$ cat src/acmm_pkg.sv
package acmm_pkg;

  localparam int SAMPLE_W   = 24;
  localparam int GAIN_W     = 18;
  localparam int IDX_W      = 3;
  localparam int REG_W      = 4;
  localparam int CFG_IDX_W  = 2;
  localparam int GAIN_FRAC  = 14;
  localparam int PROD_W     = SAMPLE_W + GAIN_W;

  localparam logic [CFG_IDX_W-1:0] REG_IN_CHANNELS  = CFG_IDX_W'(0);
  localparam logic [CFG_IDX_W-1:0] REG_OUT_CHANNELS = CFG_IDX_W'(1);

  localparam logic [REG_W-1:0] IN_CHANNELS_RST  = REG_W'(2);
  localparam logic [REG_W-1:0] OUT_CHANNELS_RST = REG_W'(2);

  typedef enum logic {
    OP_SAMPLE     = 1'b0,
    OP_GAIN_WRITE = 1'b1
  } op_e;

endpackage

$ cat src/acmm_in_if.sv
interface acmm_in_if
  import acmm_pkg::*;
();
  logic                       valid;
  logic                       ready;
  op_e                        operation;
  logic signed [SAMPLE_W-1:0] sample;
  logic        [IDX_W-1:0]    gain_row;
  logic        [IDX_W-1:0]    gain_col;
  logic signed [GAIN_W-1:0]   gain_value;

  modport source (
    output valid, operation, sample, gain_row, gain_col, gain_value,
    input  ready
  );

  modport sink (
    input  valid, operation, sample, gain_row, gain_col, gain_value,
    output ready
  );
endinterface

$ cat src/acmm_out_if.sv
interface acmm_out_if
  import acmm_pkg::*;
();
  logic                       valid;
  logic                       ready;
  logic signed [SAMPLE_W-1:0] mixed_sample;
  logic        [IDX_W-1:0]    out_channel;
  logic                       frame_last;
  logic                       saturated;

  modport source (
    output valid, mixed_sample, out_channel, frame_last, saturated,
    input  ready
  );

  modport sink (
    input  valid, mixed_sample, out_channel, frame_last, saturated,
    output ready
  );
endinterface

$ cat src/audio_channel_mix_matrix.sv
// Audio channel mixing matrix. Interleaved Q1.23 samples are collected into a frame of
// in_channels samples; once the frame is complete, out_channels results come out in
// channel order, each the saturated, round-half-up Q1.23 dot product of the frame with
// one row of the Q4.14 gain table, with frame_last on the final one. Gain writes and
// samples that do not complete a frame are taken while the mixer is idle. A completing
// sample is followed by out_channels * in_channels products on the single shared
// multiplier, fed by the one read port of the gain memory, and then the pipeline drain,
// before the next transaction is taken. A stalled output freezes the mixing pipeline.
// The gain table reads as zero after reset through per-entry valid bits; no clearing
// pass.
module audio_channel_mix_matrix
  import acmm_pkg::*;
#(
  parameter int MAX_CHANNELS = 8
) (
  input  logic                 clk_i,
  input  logic                 rst_ni,
  input  logic                 cfg_we_i,
  input  logic [CFG_IDX_W-1:0] cfg_idx_i,
  input  logic [REG_W-1:0]     cfg_data_i,
  acmm_in_if.sink              in_i,
  acmm_out_if.source           out_o
);

  localparam int CH_W   = (MAX_CHANNELS > 1) ? $clog2(MAX_CHANNELS) : 1;
  localparam int CNT_W  = $clog2(MAX_CHANNELS + 1);
  localparam int DEPTH  = MAX_CHANNELS * MAX_CHANNELS;
  localparam int AW     = $clog2(DEPTH);
  localparam int ACC_W  = PROD_W + CH_W;
  localparam int RES_W  = ACC_W + 1;

  localparam logic signed [RES_W-1:0] RND_BIAS = RES_W'(1 << (GAIN_FRAC - 1));
  localparam logic signed [RES_W-1:0] Y_MAX    = RES_W'((2 ** (SAMPLE_W - 1)) - 1);
  localparam logic signed [RES_W-1:0] Y_MIN    = RES_W'(-(2 ** (SAMPLE_W - 1)));

  function automatic logic [CNT_W-1:0] clamp_count(input logic [REG_W-1:0] n);
    logic [CNT_W-1:0] r;
    if (n == '0) begin
      r = CNT_W'(1);
    end else if (32'(n) > MAX_CHANNELS) begin
      r = CNT_W'(MAX_CHANNELS);
    end else begin
      r = CNT_W'(n);
    end
    return r;
  endfunction

  // configuration registers
  logic [REG_W-1:0] in_ch_q, out_ch_q;

  always_ff @(posedge clk_i or negedge rst_ni) begin
    if (!rst_ni) begin
      in_ch_q  <= IN_CHANNELS_RST;
      out_ch_q <= OUT_CHANNELS_RST;
    end else if (cfg_we_i) begin
      case (cfg_idx_i)
        REG_IN_CHANNELS:  in_ch_q  <= cfg_data_i;
        REG_OUT_CHANNELS: out_ch_q <= cfg_data_i;
        default: ;
      endcase
    end
  end

  // memories
  logic signed [GAIN_W-1:0]   gain_mem  [DEPTH];
  logic signed [SAMPLE_W-1:0] frame_mem [MAX_CHANNELS];
  logic        [DEPTH-1:0]    gain_vld_q;

  logic signed [GAIN_W-1:0]   g_rd_q;
  logic signed [SAMPLE_W-1:0] f_rd_q;
  logic                       gv_q;

  // control and pipeline
  logic [CH_W-1:0]  pos_q;
  logic [CNT_W-1:0] nin_q, nout_q;
  logic             iss_v_q;
  logic [CH_W-1:0]  iss_j_q, iss_k_q;
  logic             s1_v_q, s1_first_q, s1_last_q, s1_lrow_q;
  logic [CH_W-1:0]  s1_j_q;
  logic             s2_v_q, s2_first_q, s2_last_q, s2_lrow_q;
  logic [CH_W-1:0]  s2_j_q;
  logic signed [PROD_W-1:0] prod_q;
  logic signed [ACC_W-1:0]  acc_q;
  logic             fin_v_q, fin_lrow_q;
  logic [CH_W-1:0]  fin_j_q;

  logic                       out_v_q, out_last_q, out_sat_q;
  logic [CH_W-1:0]            out_j_q;
  logic signed [SAMPLE_W-1:0] out_y_q;

  logic             mix_busy, in_acc, gain_we, frame_we, frame_done, in_gain_ok;
  logic             stall, en, iss_last_k, iss_last_j;
  logic [AW-1:0]    gw_addr, iss_addr;
  logic [CNT_W-1:0] nin_eff, nout_eff;
  logic signed [GAIN_W-1:0]  g_eff;
  logic signed [RES_W-1:0]   acc_ext, rnd, y_sat;
  logic                      sat;

  assign mix_busy   = iss_v_q | s1_v_q | s2_v_q | fin_v_q;
  assign in_i.ready = !mix_busy;
  assign in_acc     = in_i.valid && in_i.ready;

  assign in_gain_ok = (32'(in_i.gain_row) < MAX_CHANNELS) &&
                      (32'(in_i.gain_col) < MAX_CHANNELS);
  assign gw_addr    = AW'(32'(in_i.gain_row) * MAX_CHANNELS + 32'(in_i.gain_col));
  assign gain_we    = in_acc && (in_i.operation == OP_GAIN_WRITE) && in_gain_ok;
  assign frame_we   = in_acc && (in_i.operation == OP_SAMPLE);

  assign nin_eff    = clamp_count(in_ch_q);
  assign nout_eff   = clamp_count(out_ch_q);
  assign frame_done = (32'(pos_q) + 1) >= 32'(nin_eff);

  assign iss_addr   = AW'(32'(iss_j_q) * MAX_CHANNELS + 32'(iss_k_q));
  assign iss_last_k = (32'(iss_k_q) + 1) == 32'(nin_q);
  assign iss_last_j = (32'(iss_j_q) + 1) == 32'(nout_q);

  assign stall = fin_v_q && out_v_q && !out_o.ready;
  assign en    = !stall;

  always_ff @(posedge clk_i) begin
    if (gain_we) begin
      gain_mem[gw_addr] <= in_i.gain_value;
    end
    if (frame_we) begin
      frame_mem[pos_q] <= in_i.sample;
    end
    if (en) begin
      g_rd_q <= gain_mem[iss_addr];
      f_rd_q <= frame_mem[iss_k_q];
    end
  end

  always_ff @(posedge clk_i or negedge rst_ni) begin
    if (!rst_ni) begin
      gain_vld_q <= '0;
      gv_q       <= 1'b0;
    end else begin
      if (gain_we) begin
        gain_vld_q[gw_addr] <= 1'b1;
      end
      if (en) begin
        gv_q <= gain_vld_q[iss_addr];
      end
    end
  end

  // frame position and issue sequencer
  always_ff @(posedge clk_i or negedge rst_ni) begin
    if (!rst_ni) begin
      pos_q   <= '0;
      nin_q   <= CNT_W'(1);
      nout_q  <= CNT_W'(1);
      iss_v_q <= 1'b0;
      iss_j_q <= '0;
      iss_k_q <= '0;
      s1_v_q  <= 1'b0;
      s2_v_q  <= 1'b0;
      fin_v_q <= 1'b0;
    end else begin
      if (frame_we) begin
        if (frame_done) begin
          pos_q   <= '0;
          nin_q   <= nin_eff;
          nout_q  <= nout_eff;
          iss_v_q <= 1'b1;
          iss_j_q <= '0;
          iss_k_q <= '0;
        end else begin
          pos_q <= pos_q + CH_W'(1);
        end
      end else if (en && iss_v_q) begin
        if (iss_last_k) begin
          iss_k_q <= '0;
          iss_j_q <= iss_j_q + CH_W'(1);
          if (iss_last_j) begin
            iss_v_q <= 1'b0;
          end
        end else begin
          iss_k_q <= iss_k_q + CH_W'(1);
        end
      end
      if (en) begin
        s1_v_q  <= iss_v_q;
        s2_v_q  <= s1_v_q;
        fin_v_q <= s2_v_q && s2_last_q;
      end
    end
  end

  assign g_eff = gv_q ? g_rd_q : '0;

  // pipeline payload
  always_ff @(posedge clk_i) begin
    if (en) begin
      s1_first_q <= (iss_k_q == '0);
      s1_last_q  <= iss_last_k;
      s1_lrow_q  <= iss_last_j;
      s1_j_q     <= iss_j_q;
      prod_q     <= f_rd_q * g_eff;
      s2_first_q <= s1_first_q;
      s2_last_q  <= s1_last_q;
      s2_lrow_q  <= s1_lrow_q;
      s2_j_q     <= s1_j_q;
      if (s2_v_q) begin
        acc_q <= s2_first_q ? ACC_W'(prod_q) : acc_q + ACC_W'(prod_q);
      end
      fin_j_q    <= s2_j_q;
      fin_lrow_q <= s2_lrow_q;
    end
  end

  // round half up, then saturate
  always_comb begin
    acc_ext = RES_W'(acc_q);
    rnd     = (acc_ext + RND_BIAS) >>> GAIN_FRAC;
    sat     = 1'b0;
    y_sat   = rnd;
    if (rnd > Y_MAX) begin
      y_sat = Y_MAX;
      sat   = 1'b1;
    end else if (rnd < Y_MIN) begin
      y_sat = Y_MIN;
      sat   = 1'b1;
    end
  end

  always_ff @(posedge clk_i or negedge rst_ni) begin
    if (!rst_ni) begin
      out_v_q <= 1'b0;
    end else if (!out_v_q || out_o.ready) begin
      out_v_q <= fin_v_q;
    end
  end

  always_ff @(posedge clk_i) begin
    if (fin_v_q && !stall) begin
      out_y_q    <= SAMPLE_W'(y_sat);
      out_j_q    <= fin_j_q;
      out_last_q <= fin_lrow_q;
      out_sat_q  <= sat;
    end
  end

  assign out_o.valid        = out_v_q;
  assign out_o.mixed_sample = out_y_q;
  assign out_o.out_channel  = IDX_W'(out_j_q);
  assign out_o.frame_last   = out_last_q;
  assign out_o.saturated    = out_sat_q;

  // checks
  a_fin_moves_out: assert property (@(posedge clk_i) disable iff (!rst_ni)
    fin_v_q && !stall |=> out_v_q)
    else $error("finished row result not moved to output");

  a_last_is_final_channel: assert property (@(posedge clk_i) disable iff (!rst_ni)
    out_v_q && out_last_q |-> (32'(out_j_q) + 1) == 32'(nout_q))
    else $error("frame_last on wrong output channel");

  a_gain_no_issue: assert property (@(posedge clk_i) disable iff (!rst_ni)
    gain_we |=> !iss_v_q)
    else $error("gain write started mixing");

  a_frame_starts_issue: assert property (@(posedge clk_i) disable iff (!rst_ni)
    frame_we && frame_done |=> iss_v_q && iss_j_q == '0 && iss_k_q == '0)
    else $error("completed frame did not start mixing");

endmodule
$ cat src/flat_wrapper.sv
// flat-port wrapper written by rule: the top's interface ports become plain ports
module audio_channel_mix_matrix_flat import acmm_pkg::*;
#(
  parameter int MAX_CHANNELS = 8
)
  (clk_i, rst_ni, cfg_we_i, cfg_idx_i, cfg_data_i, in_i_valid, in_i_operation, in_i_sample, in_i_gain_row, in_i_gain_col, in_i_gain_value, in_i_ready, out_o_valid, out_o_mixed_sample, out_o_out_channel, out_o_frame_last, out_o_saturated, out_o_ready);
  acmm_in_if in_i_i ();
  acmm_out_if out_o_i ();
  input  logic clk_i;
  input  logic rst_ni;
  input  logic cfg_we_i;
  input  logic [CFG_IDX_W-1:0] cfg_idx_i;
  input  logic [REG_W-1:0] cfg_data_i;
  input wire logic [$bits(in_i_i.valid)-1:0] in_i_valid;
  input wire logic [$bits(in_i_i.operation)-1:0] in_i_operation;
  input wire logic [$bits(in_i_i.sample)-1:0] in_i_sample;
  input wire logic [$bits(in_i_i.gain_row)-1:0] in_i_gain_row;
  input wire logic [$bits(in_i_i.gain_col)-1:0] in_i_gain_col;
  input wire logic [$bits(in_i_i.gain_value)-1:0] in_i_gain_value;
  output wire logic [$bits(in_i_i.ready)-1:0] in_i_ready;
  output wire logic [$bits(out_o_i.valid)-1:0] out_o_valid;
  output wire logic [$bits(out_o_i.mixed_sample)-1:0] out_o_mixed_sample;
  output wire logic [$bits(out_o_i.out_channel)-1:0] out_o_out_channel;
  output wire logic [$bits(out_o_i.frame_last)-1:0] out_o_frame_last;
  output wire logic [$bits(out_o_i.saturated)-1:0] out_o_saturated;
  input wire logic [$bits(out_o_i.ready)-1:0] out_o_ready;
  assign in_i_i.valid = in_i_valid;
  assign in_i_i.operation = in_i_operation;
  assign in_i_i.sample = in_i_sample;
  assign in_i_i.gain_row = in_i_gain_row;
  assign in_i_i.gain_col = in_i_gain_col;
  assign in_i_i.gain_value = in_i_gain_value;
  assign in_i_ready = in_i_i.ready;
  assign out_o_valid = out_o_i.valid;
  assign out_o_mixed_sample = out_o_i.mixed_sample;
  assign out_o_out_channel = out_o_i.out_channel;
  assign out_o_frame_last = out_o_i.frame_last;
  assign out_o_saturated = out_o_i.saturated;
  assign out_o_i.ready = out_o_ready;
  audio_channel_mix_matrix #(.MAX_CHANNELS(MAX_CHANNELS)) u_core (.clk_i(clk_i), .rst_ni(rst_ni), .cfg_we_i(cfg_we_i), .cfg_idx_i(cfg_idx_i), .cfg_data_i(cfg_data_i), .in_i(in_i_i), .out_o(out_o_i));
endmodule
$ cat config.mk
export PLATFORM = sky130hd
export DESIGN_NAME = audio_channel_mix_matrix_flat
export DESIGN_NICKNAME = d
export VERILOG_FILES = /design/src/acmm_pkg.sv /design/src/acmm_in_if.sv /design/src/acmm_out_if.sv /design/src/audio_channel_mix_matrix.sv /design/src/flat_wrapper.sv
export SDC_FILE = /design/constraint.sdc
export NUM_CORES = 2
export LEC_CHECK = 0
export ABC_CLOCK_PERIOD_IN_PS = 13100
export BUFFER_PORTS_ARGS = -buffer_cell sky130_fd_sc_hd__buf_2
export CAP_MARGIN = 15
export CORE_UTILIZATION = 32
export CTS_CLUSTER_DIAMETER = 30
export DETAILED_ROUTE_END_ITERATION = 7
export SYNTH_ARGS = -nofsm -noshare
export SYNTH_HDL_FRONTEND = slang
export SYNTH_SLANG_ARGS = --single-unit
$ cat constraint.sdc
create_clock -name clk_i -period 13.1 [get_ports clk_i]
set_input_delay 2.62 -clock clk_i [delete_from_list [all_inputs] [get_ports clk_i]]
set_output_delay 2.62 -clock clk_i [all_outputs]
set_load 0.01 [all_outputs]
==> summary.md <==
| Metric | Value |
|---|---|
| DRT iter0 DRCs | `3622` |
| Finished Layout Cells | `8643` |
| Reg clk slew, reported paths | `0.04 ns` |
| Final min period | `8.64 ns` |
| Die area | `251000 sq um` |
| Hold Fails Final Rpt | `0` |
| Fraction of registers with async set/reset | `0.0589` |
| Fin nets | `5726` |
| Distinct cells, synth | `80` |
| Avg WL per Cell | `22.7 um` |
| CTS Buf Count | `325` |
| Clk_skew | `0.160 ns` |
| Initial Util | `0.323` |
| Slew HR | `0.200` |
| Hold Crit Class | `reg -> reg` |
| Layout cells sized above 1 | `0.253` |
| RSZ-0062 raised after global routing | `no` |
| Worst-Margin Slew | `1.20 ns` |
| Register area share after synthesis | `0.602` |
| Lkg Pwr | `35.2 nW` |
| Buffers on Ports | `90` |
| FMAX | `0.116 GHz` |
| CTS Buffer Depth | `4` |
| Row cnt | `182` |
| Critical path launch point | `u_core.gv_q` |
| CP endpoint | `u_core.prod_q[39]` |
| Count leader, synth | `edfxtp_1` |
| Max Cap Viol | `0` |
| Hold buffers post-CTS | `0` |
| Endpoint class of the critical path | `register` |
| ANT nets after route | `0` |
| Vias in the first global route | `45200` |
| Mapped Area | `79600 sq um` |
| Max-slew violation count | `0` |
| Largest net degree at the start of global routing | `137` |
| Post-Syn Nets | `5472` |
| Max VDD drop | `0.233 mV` |
| CP required | `13.65 ns` |
| Synthesized area per cell | `16.5 sq um` |
| Reg-to-Reg Start | `u_core.gv_q` |
| H-tree levels | `5` |
| Setup TNS Final | `0 ns` |
| FF-to-FF End | `u_core.prod_q[39]` |
| DR pass1 iterations | `5` |
| Power per cell area | `232 nW/um^2` |
| Most frequent cells after synthesis | `1518 x edfxtp_1, 508 x inv_1, 447 x mux4_2` |
| Mux share of post-synthesis cell area | `0.132` |
| Total global-route track usage | `0.156` |
| Worst R2R Path Depth | `25` |
| Worst setup SP type | `register` |
| Most area-consuming cells after synthesis | `edfxtp_1 57%, mux4_2 13%, fa_1 11%` |
| Via Count | `42900` |
| GPL Wtd Cong | `0.854` |
| Die Ht | `501 um` |
| Status | `finished, final reports clean` |
| Crit path max fanout | `97` |
| Largest area contributor in the netlist | `edfxtp_1` |
| Vias per cell | `4.97` |
| Worst R2R Setup Slack | `4.46 ns` |
| WL final | `196000 um` |
| Die X | `501 um` |
| Critical setup path kind | `reg -> reg` |
| CP arrival | `9.19 ns` |
| Largest family of logic cells by synthesized area | `multiplexers` |
| Io pins | `91` |
| Num Clock Sinks | `1613` |
| Post-CTS setup buffers | `0` |
| Adder-Cell Fraction of Synth Area | `0.132` |
| Xor/xnor share of the synthesized area | `0.0123` |
| First-pass GRT wire length | `293000 um` |
| Post-DP HPWL | `119000 um` |
| Area growth syn-to-layout | `19.6%` |
| Number of synthesis warnings | `0` |
| Cell Count Post-Placement | `8050` |
| Number of synthesized flops with an enable pin | `1518` |
| Post-Syn Instances | `4828` |
| Number of synthesized register bits | `1613` |
| Post-synth top flop | `edfxtp_1` |
| Clk_lat worst skew | `0.94 ns` |
| CTS Root Cell | `clkbuf_16` |
| Tcrit/Tclk final | `0.660` |
| CTS tree | `built` |
| Core footprint | `247000 sq um` |
| Yosys top cell area share | `0.572` |
| Antenna violations before repair | `21` |
| Fraction of the mapped netlist area in compound gates | `0.0263` |
| Simple-gate share of the synthesized area | `0.0587` |
| # DRC | `0` |
| Cts repair resizes | `0` |
| GRT overflow | `0` |
| Final setup viols | `0` |
-- worst max-delay path: stages (launching register included) --
cell and delay (ns):
dfrtp_4 0.96, buf_4 0.60, and2_1 0.69, nand2_1 0.17, fa_1 0.57, inv_1 0.06, fa_1 0.52, inv_1 0.06
fa_1 0.38, inv_1 0.10, fa_1 0.44, fa_1 0.55, inv_1 0.05, fa_1 0.47, inv_1 0.04, ha_1 0.38
a21o_1 0.19, a21oi_1 0.16, o21ai_1 0.12, a21oi_1 0.26, o311ai_2 0.16, a41oi_2 0.36, o21bai_1 0.19, a2111oi_0 0.47
o21bai_1 0.15, xor2_1 0.16
-- per-layer routing --
metal  GRT usage  up-vias  wire length [um]  part of all wire
li1            -    18400                 -                 -
met1       0.207    22700             82200              0.42
met2       0.257     1398             95700              0.49
met3      0.0327      359             12500             0.064
met4      0.0459       18              5370             0.027
met5           0        -               115           0.00059
-- how the worst min path moves through the flow --
stage	cells past startpoint	slack (ns)	to	startpoint
after floorplan	0	0.40	u_core.fin_j_q[0]	u_core.s2_j_q[0]
after global placement	0	0.40	u_core.fin_j_q[0]	u_core.s2_j_q[0]
after detailed placement	0	0.41	u_core.fin_j_q[1]	u_core.s2_j_q[1]
after CTS	0	0.42	u_core.s2_j_q[1]	u_core.s1_j_q[1]
after global routing	0	0.42	u_core.s2_last_q	u_core.s1_last_q
final	0	0.42	u_core.s2_j_q[1]	u_core.s1_j_q[1]
-- per-stage QoR --
stage / util / cell area [sq um] / power [mW] / hold WS (ns) / worst slack [ns]
floorplan: - / 79600 / 11.7 / 0.400 / 6.02
global placement: 0.341 / 84200 / 14.1 / 0.404 / 4.85
detailed placement: 0.341 / 84200 / 14.2 / 0.407 / 4.70
CTS: 0.385 / 94900 / 22.3 / 0.418 / 4.63
global route: 0.386 / 95300 / 23.2 / 0.417 / 4.01
finish: 0.386 / 95300 / 22.1 / 0.417 / 4.46
-- placed cells by master, fill, tap and decap left out, drive strengths merged, types with 12 or more instances in the layout --
cell and count:
nand3 38, nand4 25, and3 161, nor2b 12, a21oi 78, mux4 447, and2 23, ha 158
bufinv 45, edfxtp 1518, fa 426, clkinvlp 27, or2 74, xor2 44, inv 532, a211oi 13
o21bai 12, o21ai 91, mux2 41, nand2b 18, dfrtp 91, a21o 57, nand2 417, xnor2 68
buf 167, nor2 142, nor3 13, clkbuf 362, clkinv 112
-- state kept, by name (all words and copies together) (netlist names), 3 cells and up --
register / flops
u_core.out_o.out_channel: 3
u_core.out_o.mixed_sample: 24
u_core.nout_q: 4
u_core.in_ch_q: 4
u_core.nin_q: 4
u_core.iss_k_q: 3
u_core.pos_q: 3
u_core.iss_j_q: 3
u_core.s2_j_q: 3
u_core.prod_q: 42
u_core.fin_j_q: 3
u_core.frame_mem: 192
u_core.gain_mem: 1152
u_core.acc_q: 45
u_core.f_rd_q: 24
u_core.out_ch_q: 4
u_core.s1_j_q: 3
u_core.g_rd_q: 18
u_core.gain_vld_q: 64
-- logic make-up after synthesis --
logic type / count (synthesis)
XOR/XNOR: 112
AO/OA/AOI/OAI: 324
buffers and inverters: 748
multiplexers: 490
adder cells (fa/ha/maj): 584
AND/OR/NAND/NOR: 957
flip-flops: 1613
-- where the power goes --
group	total [mW]	switching, mW	internal, mW
registers	6.94	0.752	6.19
logic	7.10	4.06	3.04
clock network	8.07	2.64	5.42
total	22.1	7.46	14.6
-- cell type report --
cell class	count	area, sq um
fillers	22400	151000
flip-flops and latches	1613	48000
multi-input cells	2467	29200
clock buffers	362	8300
well taps	3312	4140
clock inverters	208	2400
inverters	508	1910
repair buffers	167	1350
diodes	6	15.0
(Power assumes the default switching activity.)
